File: src/rtl/nearest_hits_keeper_assert.svh
// Assertion macros for the nearest hits keeper.
// Takes no other file; used by the modules that carry assertions.
`ifndef NEAREST_HITS_KEEPER_ASSERT_SVH
`define NEAREST_HITS_KEEPER_ASSERT_SVH

// Same-cycle implication, disabled in reset
`define NHK_ASSERT_NOW(label, clk, rst_n, ante, cons) \
    label: assert property (@(posedge clk) disable iff (!rst_n) (ante) |-> (cons)) \
        else $error("nearest_hits_keeper assertion failed");

// Next-cycle implication, disabled in reset
`define NHK_ASSERT_NEXT(label, clk, rst_n, ante, cons) \
    label: assert property (@(posedge clk) disable iff (!rst_n) (ante) |=> (cons)) \
        else $error("nearest_hits_keeper assertion failed");

`endif

File: src/rtl/nhk_pkg.sv
// Shared types and constants for the nearest hits keeper.
// No dependencies; used by the interfaces and the keeper module.
package nhk_pkg;

    // Storage size and derived widths
    localparam int SLOTS  = 16;
    localparam int SLOT_W = (SLOTS > 1) ? $clog2(SLOTS) : 1;
    localparam int CNT_W  = $clog2(SLOTS + 1);

    // Payload field widths
    localparam int MODE_W = 2;
    localparam int FRAC_W = 17;
    localparam int BODY_W = 16;
    localparam int TRI_W  = 32;
    localparam int RSLOT_W = 4;
    localparam int HCNT_W = 5;

    localparam logic [FRAC_W-1:0] ONE_FRAC = FRAC_W'(65536);

    // Item modes
    localparam logic [MODE_W-1:0] MODE_CLEAR = 2'd0;
    localparam logic [MODE_W-1:0] MODE_HIT   = 2'd1;
    localparam logic [MODE_W-1:0] MODE_READ  = 2'd2;

    // Configuration register indexes
    localparam int CFG_IDX_W  = 1;
    localparam int CFG_DATA_W = 5;
    localparam logic [CFG_IDX_W-1:0] CFG_CLOSEST_MODE = 1'b0;
    localparam logic [CFG_IDX_W-1:0] CFG_MAX_HITS     = 1'b1;

    // One stored hit
    typedef struct packed {
        logic [FRAC_W-1:0] frac;
        logic [BODY_W-1:0] body;
        logic [TRI_W-1:0]  tri_idx;
    } entry_t;

    localparam int ENTRY_W = $bits(entry_t);

    // Sequencer states
    typedef enum logic [2:0] {
        ST_IDLE,
        ST_EXEC,
        ST_SCAN,
        ST_REPLACE,
        ST_RDWAIT,
        ST_POST
    } state_t;

    // What a scan is for
    typedef enum logic {
        SCAN_VICTIM,
        SCAN_CUTOFF
    } scan_kind_t;

endpackage

File: src/rtl/nhk_ifs.sv
// Valid/ready channel interfaces for hit items and result items.
// Depends on nhk_pkg for field widths.
interface nhk_hit_if;
    logic                            valid;
    logic                            ready;
    logic [nhk_pkg::MODE_W-1:0]      mode;
    logic [nhk_pkg::FRAC_W-1:0]      hit_fraction;
    logic [nhk_pkg::BODY_W-1:0]      body_id;
    logic [nhk_pkg::TRI_W-1:0]       triangle_index;
    logic [nhk_pkg::RSLOT_W-1:0]     read_slot;

    modport source (output valid, mode, hit_fraction, body_id, triangle_index, read_slot,
                    input ready);
    modport sink   (input valid, mode, hit_fraction, body_id, triangle_index, read_slot,
                    output ready);
endinterface

interface nhk_result_if;
    logic                            valid;
    logic                            ready;
    logic                            accepted;
    logic [nhk_pkg::RSLOT_W-1:0]     slot_used;
    logic [nhk_pkg::FRAC_W-1:0]      cutoff;
    logic [nhk_pkg::HCNT_W-1:0]      hit_count;
    logic [nhk_pkg::FRAC_W-1:0]      slot_fraction;
    logic [nhk_pkg::BODY_W-1:0]      slot_body;
    logic [nhk_pkg::TRI_W-1:0]       slot_triangle;

    modport source (output valid, accepted, slot_used, cutoff, hit_count, slot_fraction,
                    slot_body, slot_triangle, input ready);
    modport sink   (input valid, accepted, slot_used, cutoff, hit_count, slot_fraction,
                    slot_body, slot_triangle, output ready);
endinterface

File: src/rtl/nhk_ram.sv
// Generic simple dual-port RAM: one write port, one registered read port.
// No dependencies.
module nhk_ram #(
    parameter int WIDTH = 8,
    parameter int DEPTH = 16,
    localparam int ADDR_W = (DEPTH > 1) ? $clog2(DEPTH) : 1
) (
    input  logic              clk,
    input  logic              we,
    input  logic [ADDR_W-1:0] waddr,
    input  logic [WIDTH-1:0]  wdata,
    input  logic [ADDR_W-1:0] raddr,
    output logic [WIDTH-1:0]  rdata
);

    logic [WIDTH-1:0] mem [DEPTH];

    // Write port
    always_ff @(posedge clk)
    begin
        if (we)
        begin
            mem[waddr] <= wdata;
        end
    end

    // Registered read
    always_ff @(posedge clk)
    begin
        rdata <= mem[raddr];
    end

endmodule

File: src/rtl/nearest_hits_keeper.sv
// One transaction at a time, taken again in the cycle after the result is loaded into the output
// register (where it may wait). A read waits on the registered RAM port. A hit that fills the
// set in closest mode scans for the new cutoff; a replacement scans for the furthest hit,
// overwrites it, then rescans for the new cutoff. Each scan runs the shared comparator over the
// stored fractions (one registered RAM read per cycle).
// Reset (async, active low): set empty, cutoff 1.0, closest mode, max_hits 16.
`include "nearest_hits_keeper_assert.svh"

module nearest_hits_keeper (
    input  logic                             clk,
    input  logic                             rst_n,
    nhk_hit_if.sink                          hit_req,
    nhk_result_if.source                     hit_rsp,
    input  logic                             cfg_we,
    input  logic [nhk_pkg::CFG_IDX_W-1:0]    cfg_index,
    input  logic [nhk_pkg::CFG_DATA_W-1:0]   cfg_data
);

    localparam int SW = nhk_pkg::SLOT_W;
    localparam int CW = nhk_pkg::CNT_W;
    localparam int FW = nhk_pkg::FRAC_W;

    // Control state
    nhk_pkg::state_t      state_reg, state_next;
    nhk_pkg::scan_kind_t  scan_kind_reg, scan_kind_next;
    logic [CW-1:0]        count_reg, count_next;
    logic [FW-1:0]        cutoff_reg, cutoff_next;
    logic [CW-1:0]        scan_cnt_reg, scan_cnt_next;
    logic                 out_valid_reg, out_valid_next;
    logic                 closest_reg;
    logic [nhk_pkg::CFG_DATA_W-1:0] max_hits_reg;

    // Latched transaction
    logic [nhk_pkg::MODE_W-1:0]  op_mode_reg, op_mode_next;
    logic [FW-1:0]               op_frac_reg, op_frac_next;
    logic [nhk_pkg::BODY_W-1:0]  op_body_reg, op_body_next;
    logic [nhk_pkg::TRI_W-1:0]   op_tri_reg, op_tri_next;
    logic [nhk_pkg::RSLOT_W-1:0] op_slot_reg, op_slot_next;

    // Scan and result working registers
    logic [FW-1:0]  best_frac_reg, best_frac_next;
    logic [SW-1:0]  best_idx_reg, best_idx_next;
    logic           res_acc_reg, res_acc_next;
    logic [SW-1:0]  res_used_reg, res_used_next;
    nhk_pkg::entry_t res_entry_reg, res_entry_next;

    // Output register
    logic                         out_acc_reg, out_acc_next;
    logic [SW-1:0]                out_used_reg, out_used_next;
    logic [FW-1:0]                out_cutoff_reg, out_cutoff_next;
    logic [CW-1:0]                out_count_reg, out_count_next;
    nhk_pkg::entry_t              out_entry_reg, out_entry_next;

    // RAM port signals
    logic            ram_we;
    logic [SW-1:0]   ram_waddr;
    nhk_pkg::entry_t ram_wdata;
    logic [SW-1:0]   ram_raddr;
    nhk_pkg::entry_t ram_rdata;

    logic [CW-1:0]   lim;
    logic            scan_take;
    logic [FW-1:0]   best_frac_scan;
    logic [SW-1:0]   best_idx_scan;

    nhk_ram #(
        .WIDTH (nhk_pkg::ENTRY_W),
        .DEPTH (nhk_pkg::SLOTS)
    ) u_store (
        .clk   (clk),
        .we    (ram_we),
        .waddr (ram_waddr),
        .wdata (ram_wdata),
        .raddr (ram_raddr),
        .rdata (ram_rdata)
    );

    // Capacity clamped to 1..SLOTS
    always_comb
    begin
        if (max_hits_reg == '0)
        begin
            lim = CW'(1);
        end
        else if (32'(max_hits_reg) > nhk_pkg::SLOTS)
        begin
            lim = CW'(nhk_pkg::SLOTS);
        end
        else
        begin
            lim = CW'(max_hits_reg);
        end
    end

    // Shared comparator: data read last cycle against the running maximum
    always_comb
    begin
        scan_take      = (scan_cnt_reg != '0) && (ram_rdata.frac > best_frac_reg);
        best_frac_scan = scan_take ? ram_rdata.frac : best_frac_reg;
        best_idx_scan  = scan_take ? SW'(scan_cnt_reg - CW'(1)) : best_idx_reg;
    end

    // Sequencer: next state and datapath control
    always_comb
    begin
        state_next      = state_reg;
        scan_kind_next  = scan_kind_reg;
        count_next      = count_reg;
        cutoff_next     = cutoff_reg;
        scan_cnt_next   = scan_cnt_reg;
        op_mode_next    = op_mode_reg;
        op_frac_next    = op_frac_reg;
        op_body_next    = op_body_reg;
        op_tri_next     = op_tri_reg;
        op_slot_next    = op_slot_reg;
        best_frac_next  = best_frac_reg;
        best_idx_next   = best_idx_reg;
        res_acc_next    = res_acc_reg;
        res_used_next   = res_used_reg;
        res_entry_next  = res_entry_reg;
        out_acc_next    = out_acc_reg;
        out_used_next   = out_used_reg;
        out_cutoff_next = out_cutoff_reg;
        out_count_next  = out_count_reg;
        out_entry_next  = out_entry_reg;
        out_valid_next  = out_valid_reg && !hit_rsp.ready;

        ram_we            = 1'b0;
        ram_waddr         = count_reg[SW-1:0];
        ram_wdata.frac    = op_frac_reg;
        ram_wdata.body    = op_body_reg;
        ram_wdata.tri_idx = op_tri_reg;
        ram_raddr         = scan_cnt_reg[SW-1:0];

        hit_req.ready = (state_reg == nhk_pkg::ST_IDLE);

        case (state_reg)
            nhk_pkg::ST_IDLE:
            begin
                if (hit_req.valid)
                begin
                    op_mode_next   = hit_req.mode;
                    op_frac_next   = hit_req.hit_fraction;
                    op_body_next   = hit_req.body_id;
                    op_tri_next    = hit_req.triangle_index;
                    op_slot_next   = hit_req.read_slot;
                    res_acc_next   = 1'b0;
                    res_used_next  = '0;
                    res_entry_next = '0;
                    state_next     = nhk_pkg::ST_EXEC;
                end
            end

            nhk_pkg::ST_EXEC:
            begin
                state_next = nhk_pkg::ST_POST;
                case (op_mode_reg)
                    nhk_pkg::MODE_CLEAR:
                    begin
                        count_next  = '0;
                        cutoff_next = nhk_pkg::ONE_FRAC;
                    end
                    nhk_pkg::MODE_HIT:
                    begin
                        if (count_reg < lim)
                        begin
                            // Filling: append at the next free slot
                            ram_we        = 1'b1;
                            ram_waddr     = count_reg[SW-1:0];
                            count_next    = count_reg + CW'(1);
                            res_acc_next  = 1'b1;
                            res_used_next = count_reg[SW-1:0];
                            if (32'(count_reg) + 1 >= 32'(lim))
                            begin
                                if (closest_reg)
                                begin
                                    scan_kind_next = nhk_pkg::SCAN_CUTOFF;
                                    scan_cnt_next  = '0;
                                    best_frac_next = '0;
                                    best_idx_next  = '0;
                                    state_next     = nhk_pkg::ST_SCAN;
                                end
                                else
                                begin
                                    cutoff_next = '0;
                                end
                            end
                        end
                        else if (closest_reg && (op_frac_reg < cutoff_reg))
                        begin
                            // Full: find the furthest hit to evict
                            scan_kind_next = nhk_pkg::SCAN_VICTIM;
                            scan_cnt_next  = '0;
                            best_frac_next = '0;
                            best_idx_next  = '0;
                            state_next     = nhk_pkg::ST_SCAN;
                        end
                    end
                    nhk_pkg::MODE_READ:
                    begin
                        if (CW'(op_slot_reg) < count_reg)
                        begin
                            ram_raddr  = SW'(op_slot_reg);
                            state_next = nhk_pkg::ST_RDWAIT;
                        end
                    end
                    default:
                    begin
                    end
                endcase
            end

            nhk_pkg::ST_SCAN:
            begin
                ram_raddr      = scan_cnt_reg[SW-1:0];
                best_frac_next = best_frac_scan;
                best_idx_next  = best_idx_scan;
                if (scan_cnt_reg == count_reg)
                begin
                    if (scan_kind_reg == nhk_pkg::SCAN_VICTIM)
                    begin
                        state_next = nhk_pkg::ST_REPLACE;
                    end
                    else
                    begin
                        cutoff_next = best_frac_scan;
                        state_next  = nhk_pkg::ST_POST;
                    end
                end
                else
                begin
                    scan_cnt_next = scan_cnt_reg + CW'(1);
                end
            end

            nhk_pkg::ST_REPLACE:
            begin
                // Overwrite the furthest hit, then rescan for the new cutoff
                ram_we         = 1'b1;
                ram_waddr      = best_idx_reg;
                res_acc_next   = 1'b1;
                res_used_next  = best_idx_reg;
                scan_kind_next = nhk_pkg::SCAN_CUTOFF;
                scan_cnt_next  = '0;
                best_frac_next = '0;
                best_idx_next  = '0;
                state_next     = nhk_pkg::ST_SCAN;
            end

            nhk_pkg::ST_RDWAIT:
            begin
                res_entry_next = ram_rdata;
                state_next     = nhk_pkg::ST_POST;
            end

            nhk_pkg::ST_POST:
            begin
                if (!out_valid_reg || hit_rsp.ready)
                begin
                    out_acc_next    = res_acc_reg;
                    out_used_next   = res_used_reg;
                    out_cutoff_next = cutoff_reg;
                    out_count_next  = count_reg;
                    out_entry_next  = res_entry_reg;
                    out_valid_next  = 1'b1;
                    state_next      = nhk_pkg::ST_IDLE;
                end
            end

            default:
            begin
                state_next = nhk_pkg::ST_IDLE;
            end
        endcase
    end

    // Control registers
    always_ff @(posedge clk or negedge rst_n)
    begin
        if (!rst_n)
        begin
            state_reg     <= nhk_pkg::ST_IDLE;
            scan_kind_reg <= nhk_pkg::SCAN_CUTOFF;
            count_reg     <= '0;
            cutoff_reg    <= nhk_pkg::ONE_FRAC;
            scan_cnt_reg  <= '0;
            out_valid_reg <= 1'b0;
        end
        else
        begin
            state_reg     <= state_next;
            scan_kind_reg <= scan_kind_next;
            count_reg     <= count_next;
            cutoff_reg    <= cutoff_next;
            scan_cnt_reg  <= scan_cnt_next;
            out_valid_reg <= out_valid_next;
        end
    end

    // Configuration registers
    always_ff @(posedge clk or negedge rst_n)
    begin
        if (!rst_n)
        begin
            closest_reg  <= 1'b1;
            max_hits_reg <= nhk_pkg::CFG_DATA_W'(16);
        end
        else if (cfg_we)
        begin
            case (cfg_index)
                nhk_pkg::CFG_CLOSEST_MODE: closest_reg  <= cfg_data[0];
                nhk_pkg::CFG_MAX_HITS:     max_hits_reg <= cfg_data;
                default:
                begin
                end
            endcase
        end
    end

    // Payload registers
    always_ff @(posedge clk)
    begin
        op_mode_reg    <= op_mode_next;
        op_frac_reg    <= op_frac_next;
        op_body_reg    <= op_body_next;
        op_tri_reg     <= op_tri_next;
        op_slot_reg    <= op_slot_next;
        best_frac_reg  <= best_frac_next;
        best_idx_reg   <= best_idx_next;
        res_acc_reg    <= res_acc_next;
        res_used_reg   <= res_used_next;
        res_entry_reg  <= res_entry_next;
        out_acc_reg    <= out_acc_next;
        out_used_reg   <= out_used_next;
        out_cutoff_reg <= out_cutoff_next;
        out_count_reg  <= out_count_next;
        out_entry_reg  <= out_entry_next;
    end

    // Result channel
    assign hit_rsp.valid         = out_valid_reg;
    assign hit_rsp.accepted      = out_acc_reg;
    assign hit_rsp.slot_used     = nhk_pkg::RSLOT_W'(out_used_reg);
    assign hit_rsp.cutoff        = out_cutoff_reg;
    assign hit_rsp.hit_count     = nhk_pkg::HCNT_W'(out_count_reg);
    assign hit_rsp.slot_fraction = out_entry_reg.frac;
    assign hit_rsp.slot_body     = out_entry_reg.body;
    assign hit_rsp.slot_triangle = out_entry_reg.tri_idx;

    // Checks
    `NHK_ASSERT_NOW(a_count_bound, clk, rst_n, 1'b1, (32'(count_reg) <= nhk_pkg::SLOTS))
    `NHK_ASSERT_NOW(a_scan_bound, clk, rst_n, (state_reg == nhk_pkg::ST_SCAN),
                    (scan_cnt_reg <= count_reg))
    `NHK_ASSERT_NOW(a_victim_stored, clk, rst_n, (state_reg == nhk_pkg::ST_REPLACE),
                    (CW'(best_idx_reg) < count_reg))
    `NHK_ASSERT_NOW(a_write_states, clk, rst_n, ram_we,
                    ((state_reg == nhk_pkg::ST_EXEC) || (state_reg == nhk_pkg::ST_REPLACE)))
    `NHK_ASSERT_NEXT(a_result_held, clk, rst_n, (out_valid_reg && !hit_rsp.ready),
                     out_valid_reg)

endmodule
File: src/flat_wrapper.sv
// flat-port wrapper written by rule: the top's interface ports become plain ports
module nearest_hits_keeper_flat 
  (clk, rst_n, cfg_we, cfg_index, cfg_data, hit_req_valid, hit_req_mode, hit_req_hit_fraction, hit_req_body_id, hit_req_triangle_index, hit_req_read_slot, hit_req_ready, hit_rsp_valid, hit_rsp_accepted, hit_rsp_slot_used, hit_rsp_cutoff, hit_rsp_hit_count, hit_rsp_slot_fraction, hit_rsp_slot_body, hit_rsp_slot_triangle, hit_rsp_ready);
  nhk_hit_if hit_req_i ();
  nhk_result_if hit_rsp_i ();
  input  logic clk;
  input  logic rst_n;
  input  logic cfg_we;
  input  logic [nhk_pkg::CFG_IDX_W-1:0] cfg_index;
  input  logic [nhk_pkg::CFG_DATA_W-1:0] cfg_data;
  input wire logic [$bits(hit_req_i.valid)-1:0] hit_req_valid;
  input wire logic [$bits(hit_req_i.mode)-1:0] hit_req_mode;
  input wire logic [$bits(hit_req_i.hit_fraction)-1:0] hit_req_hit_fraction;
  input wire logic [$bits(hit_req_i.body_id)-1:0] hit_req_body_id;
  input wire logic [$bits(hit_req_i.triangle_index)-1:0] hit_req_triangle_index;
  input wire logic [$bits(hit_req_i.read_slot)-1:0] hit_req_read_slot;
  output wire logic [$bits(hit_req_i.ready)-1:0] hit_req_ready;
  output wire logic [$bits(hit_rsp_i.valid)-1:0] hit_rsp_valid;
  output wire logic [$bits(hit_rsp_i.accepted)-1:0] hit_rsp_accepted;
  output wire logic [$bits(hit_rsp_i.slot_used)-1:0] hit_rsp_slot_used;
  output wire logic [$bits(hit_rsp_i.cutoff)-1:0] hit_rsp_cutoff;
  output wire logic [$bits(hit_rsp_i.hit_count)-1:0] hit_rsp_hit_count;
  output wire logic [$bits(hit_rsp_i.slot_fraction)-1:0] hit_rsp_slot_fraction;
  output wire logic [$bits(hit_rsp_i.slot_body)-1:0] hit_rsp_slot_body;
  output wire logic [$bits(hit_rsp_i.slot_triangle)-1:0] hit_rsp_slot_triangle;
  input wire logic [$bits(hit_rsp_i.ready)-1:0] hit_rsp_ready;
  assign hit_req_i.valid = hit_req_valid;
  assign hit_req_i.mode = hit_req_mode;
  assign hit_req_i.hit_fraction = hit_req_hit_fraction;
  assign hit_req_i.body_id = hit_req_body_id;
  assign hit_req_i.triangle_index = hit_req_triangle_index;
  assign hit_req_i.read_slot = hit_req_read_slot;
  assign hit_req_ready = hit_req_i.ready;
  assign hit_rsp_valid = hit_rsp_i.valid;
  assign hit_rsp_accepted = hit_rsp_i.accepted;
  assign hit_rsp_slot_used = hit_rsp_i.slot_used;
  assign hit_rsp_cutoff = hit_rsp_i.cutoff;
  assign hit_rsp_hit_count = hit_rsp_i.hit_count;
  assign hit_rsp_slot_fraction = hit_rsp_i.slot_fraction;
  assign hit_rsp_slot_body = hit_rsp_i.slot_body;
  assign hit_rsp_slot_triangle = hit_rsp_i.slot_triangle;
  assign hit_rsp_i.ready = hit_rsp_ready;
  nearest_hits_keeper u_core (.clk(clk), .rst_n(rst_n), .hit_req(hit_req_i), .hit_rsp(hit_rsp_i), .cfg_we(cfg_we), .cfg_index(cfg_index), .cfg_data(cfg_data));
endmodule
File: config.mk
export PLATFORM = sky130hd
export DESIGN_NAME = nearest_hits_keeper_flat
export DESIGN_NICKNAME = d
export VERILOG_FILES = /design/src/rtl/nhk_pkg.sv /design/src/rtl/nhk_ifs.sv /design/src/rtl/nhk_ram.sv /design/src/rtl/nearest_hits_keeper.sv /design/src/flat_wrapper.sv
export VERILOG_INCLUDE_DIRS = /design/src /design/src/rtl
export SDC_FILE = /design/constraint.sdc
export NUM_CORES = 2
export LEC_CHECK = 0
export BUFFER_PORTS_ARGS = -buffer_cell sky130_fd_sc_hd__buf_2
export CORE_ASPECT_RATIO = 0.7
export CORE_MARGIN = 1
export CORE_UTILIZATION = 50
export CTS_CLUSTER_DIAMETER = 200
export DETAILED_ROUTE_END_ITERATION = 8
export GPL_ROUTABILITY_DRIVEN = 0
export GPL_TIMING_DRIVEN = 0
export PLACE_DENSITY = 0.73
export SLEW_MARGIN = 10
export SYNTH_ARGS = -nofsm -noshare
export SYNTH_HDL_FRONTEND = slang
export SYNTH_HIERARCHICAL = 1
export SYNTH_SLANG_ARGS = --single-unit
File: constraint.sdc
create_clock -name clk -period 16.4 [get_ports clk]
set_input_delay 0.82 -clock clk [delete_from_list [all_inputs] [get_ports clk]]
set_output_delay 0.82 -clock clk [all_outputs]
set_load 0.03 [all_outputs]
==> flow_summary.json <==
{
  "slew_headroom_pct": 18.60,
  "async_reset_ff_share_pct": 2.720,
  "cp_max_fo": 9,
  "largest_reg_flops": 1040,
  "syn_inst": 2451,
  "maxCapViolations": 0,
  "required_ns": 16.84,
  "critical_path.max_stage_delay_ns": 0.87,
  "setup_viol": 0,
  "num_io_pins": 176,
  "gr-usage-met1_pct": 34.30,
  "avgSynthCellArea_um2": 21.28,
  "stdcell_area_um2": 60440,
  "cts_buffers": 130,
  "dieHeight_um": 272.2,
  "cp_cell_sequence": "inv_1 -> nand2_1 -> ha_1 -> a21o_1 -> a21oi_1 -> and2_1 -> a21oi_1 -> nor2_1 -> nand3b_1 -> nor3_2 -> buf_4 -> buf_4 -> buf_4",
  "synthFlopType": "edfxtp_1",
  "drc": 0,
  "cp_top_family": "simple AND/OR/NAND/NOR gates",
  "outcome": "finished clean",
  "fin_crit_sh_pct": 28.79,
  "tightest_slew_ns": 1.221,
  "core_um2": 102800,
  "cts_tree": "done",
  "seq_area_frac_synth_pct": 78.83,
  "internal_power_uw": 6691,
  "cp.arrival_ns": 5.16,
  "drtAntennaViolNets": 0,
  "final_nets": 2976,
  "avgRoutedWirePerCell_um": 29.19,
  "swShare_pct": 27.35,
  "pwr-share-seq_pct": 49.4,
  "max_freq_ghz": 0.2118,
  "track_usage_pct": 24.02,
  "timing.hold.ws_ns": 0.2126,
  "synth_top_area_share_pct": 74.51,
  "grt_pass1_vias": 26984,
  "grt_pass1_wl_mm": 181.9,
  "synth_seq_cells": 1397,
  "power.density_nw_per_um2": 152.4,
  "power_switching_uw": 2519,
  "place_ws_ns": 11.86,
  "hp-class": "in -> async",
  "worstSetupPathType": "reg -> reg",
  "fin_worst_skew_ns": 0.03198,
  "root_buffer": "clkbuf_16",
  "post-dp-hpwl_mm": 81.20,
  "avgViaCountPerCell": 6.168,
  "io_buffers": 175,
  "routed_wl_mm": 125.5,
  "clkSinkCount": 1397,
  "syn-num-nets": 2586,
  "fillers": 7146,
  "cts_buffer_depth": 3,
  "cts_setup_buffers": 0,
  "synth.area.top_cells": "edfxtp_1, mux4_2, dfxtp_1",
  "start_util_pct": 50.75,
  "drv_slew": 0,
  "fin_util_pct": 58.82,
  "dr.pass1.iters": 8,
  "grt_busiest_layer": "met2",
  "worstSkewPairLatency_ns": 0.76,
  "placed_area_um2": 56180,
  "synth_area_leader_cell": "edfxtp_1",
  "synth_warnings": 6,
  "use_met2_pct": 37.24,
  "synth_edf_count": 1294,
  "ir_drop_mv": 0.1134,
  "path_buf_inv": 4,
  "setup_tns_ns": 0,
  "grt_antenna_before_repair": 3,
  "grt_setup_unrepaired": "false",
  "drive_gt1_share_pct": 28.43,
  "synth_commonest_cells": "edfxtp_1, mux4_2, a22oi_1, nand2_1, and3_1",
  "clk_pin_slew_ns": 0.06,
  "use_met3_pct": 5.355,
  "crit_path_start_kind": "register",
  "grt_max_degree": 39,
  "ys_types": 71,
  "die_x_um": 388.0,
  "dr.first_iter.drc_count": 3492,
  "comb_power_share_pct": 17.9,
  "cts_resized": 0,
  "core.rowCount": 98,
  "num_vias": 26524,
  "syn_area_um2": 52150,
  "end_kind": "register",
  "cp_common_cell": "buf_4",
  "clock_power_share_pct": 32.7,
  "hold_buffers": 0,
  "dieArea_um2": 105600,
  "postLayoutSetupSlackWorst_ns": 11.68,
  "yosysMostFrequentCell": "edfxtp_1",
  "syn_to_final_growth_pct": 15.88,
  "grt_overflow": 0,
  "min_period_ns": 4.721,
  "crit_slowest_cell": "nor3_2",
  "final_hold_viol_count": 0,
  "htreeDepth": 4,
  "leakage_uw": 0.02009
}
layout by cell type (no fill, tap or decap), drive strengths merged, types with 3 or more instances in the layout:
cell         n
xor2         3
xnor2        7
a22o         4
and3        70
mux4       260
o31ai       18
a22oi      131
inv         63
mux2        13
dfstp        4
nand3b       5
nand2      104
clkbuf     233
nor2        62
dfrtp       34
nand4        4
clkinv      37
a21o         5
nand2b       7
clkinvlp     8
a21oi       21
and2         4
o211ai       4
dfxtp       65
buf        320
edfxtp    1294
mux2i       22
a211oi       6
nor3b        3
ha          53
bufinv      10
nor2b        8
o21ai       17
o21a         3
nor3         8
nand3       12
metrics by stage:
stage,total power [uW],cells
finish,9210,4300
CTS,9275,4298
global placement,6197,3976
detailed placement,6276,4059
global route,9535,4298
floorplan,5658,2451
metal layers:
metal	wire length, um	part of all wire, %	vias to the layer above
met5	0	0	-
met4	3016	2.4	0
met3	13640	11	201
met2	59030	47	1637
met1	49820	40	13830
li1	-	-	10856
worst paths after layout:
path,startpoint,end,slack [ns],cells after the start
setup / recovery,u_core/max_hits_reg[4],u_core/u_store/mem[8][9],11.68,13
hold / removal,rst_n,u_core/cutoff_reg[1],0.21,1
setup reg to reg,u_core/max_hits_reg[4],u_core/u_store/mem[8][9],11.68,13
hold reg to reg,u_core/res_entry_reg[59],u_core/hit_rsp.slot_fraction[11],0.41,0
max in group asynchronous,rst_n,u_core/count_reg[0],15.57,1
min in group clk,hit_req_hit_fraction[10],u_core/op_frac_reg[10],0.23,1
final cells by class:
type                            instances  area (um^2)  area share [%]
Antenna cell                            2        5.005        0.008281
Buffer                                123        720.7           1.192
Clock buffer                          172         3565           5.898
Clock inverter                         67        684.4           1.132
Inverter                               51        191.4          0.3168
Multi-Input combinational cell        880        10260           16.98
Sequential cell                      1397        41110           68.03
Tap cell                             1350         1689           2.795
Timing Repair Buffer                  258         2205           3.648
power groups by stage:
stage	clock network (uW)	logic, uW	registers (uW)
after CTS	3060	1660	4560
after floorplan	0	924	4730
after global placement	0	1540	4660
after global routing	3190	1760	4590
after detailed placement	0	1650	4630
final	3010	1640	4550
kinds of logic (layout without fill, tap and decap cells):
| logic type | Yosys count | after routing | synth area share, % |
|---|---|---|---|
| flops | 1397 | 1397 | 78.84 |
| fa+ha+maj | 53 | 53 | 1.272 |
| buf+inv | 174 | 671 | 1.749 |
| other cells | 0 | 2 | 0 |
| simple gates | 294 | 294 | 2.759 |
| mux | 295 | 295 | 11.93 |
| xor+xnor | 10 | 10 | 0.1679 |
| compound gates | 228 | 228 | 3.287 |
Note: power is estimated with default switching activity, not from simulation.
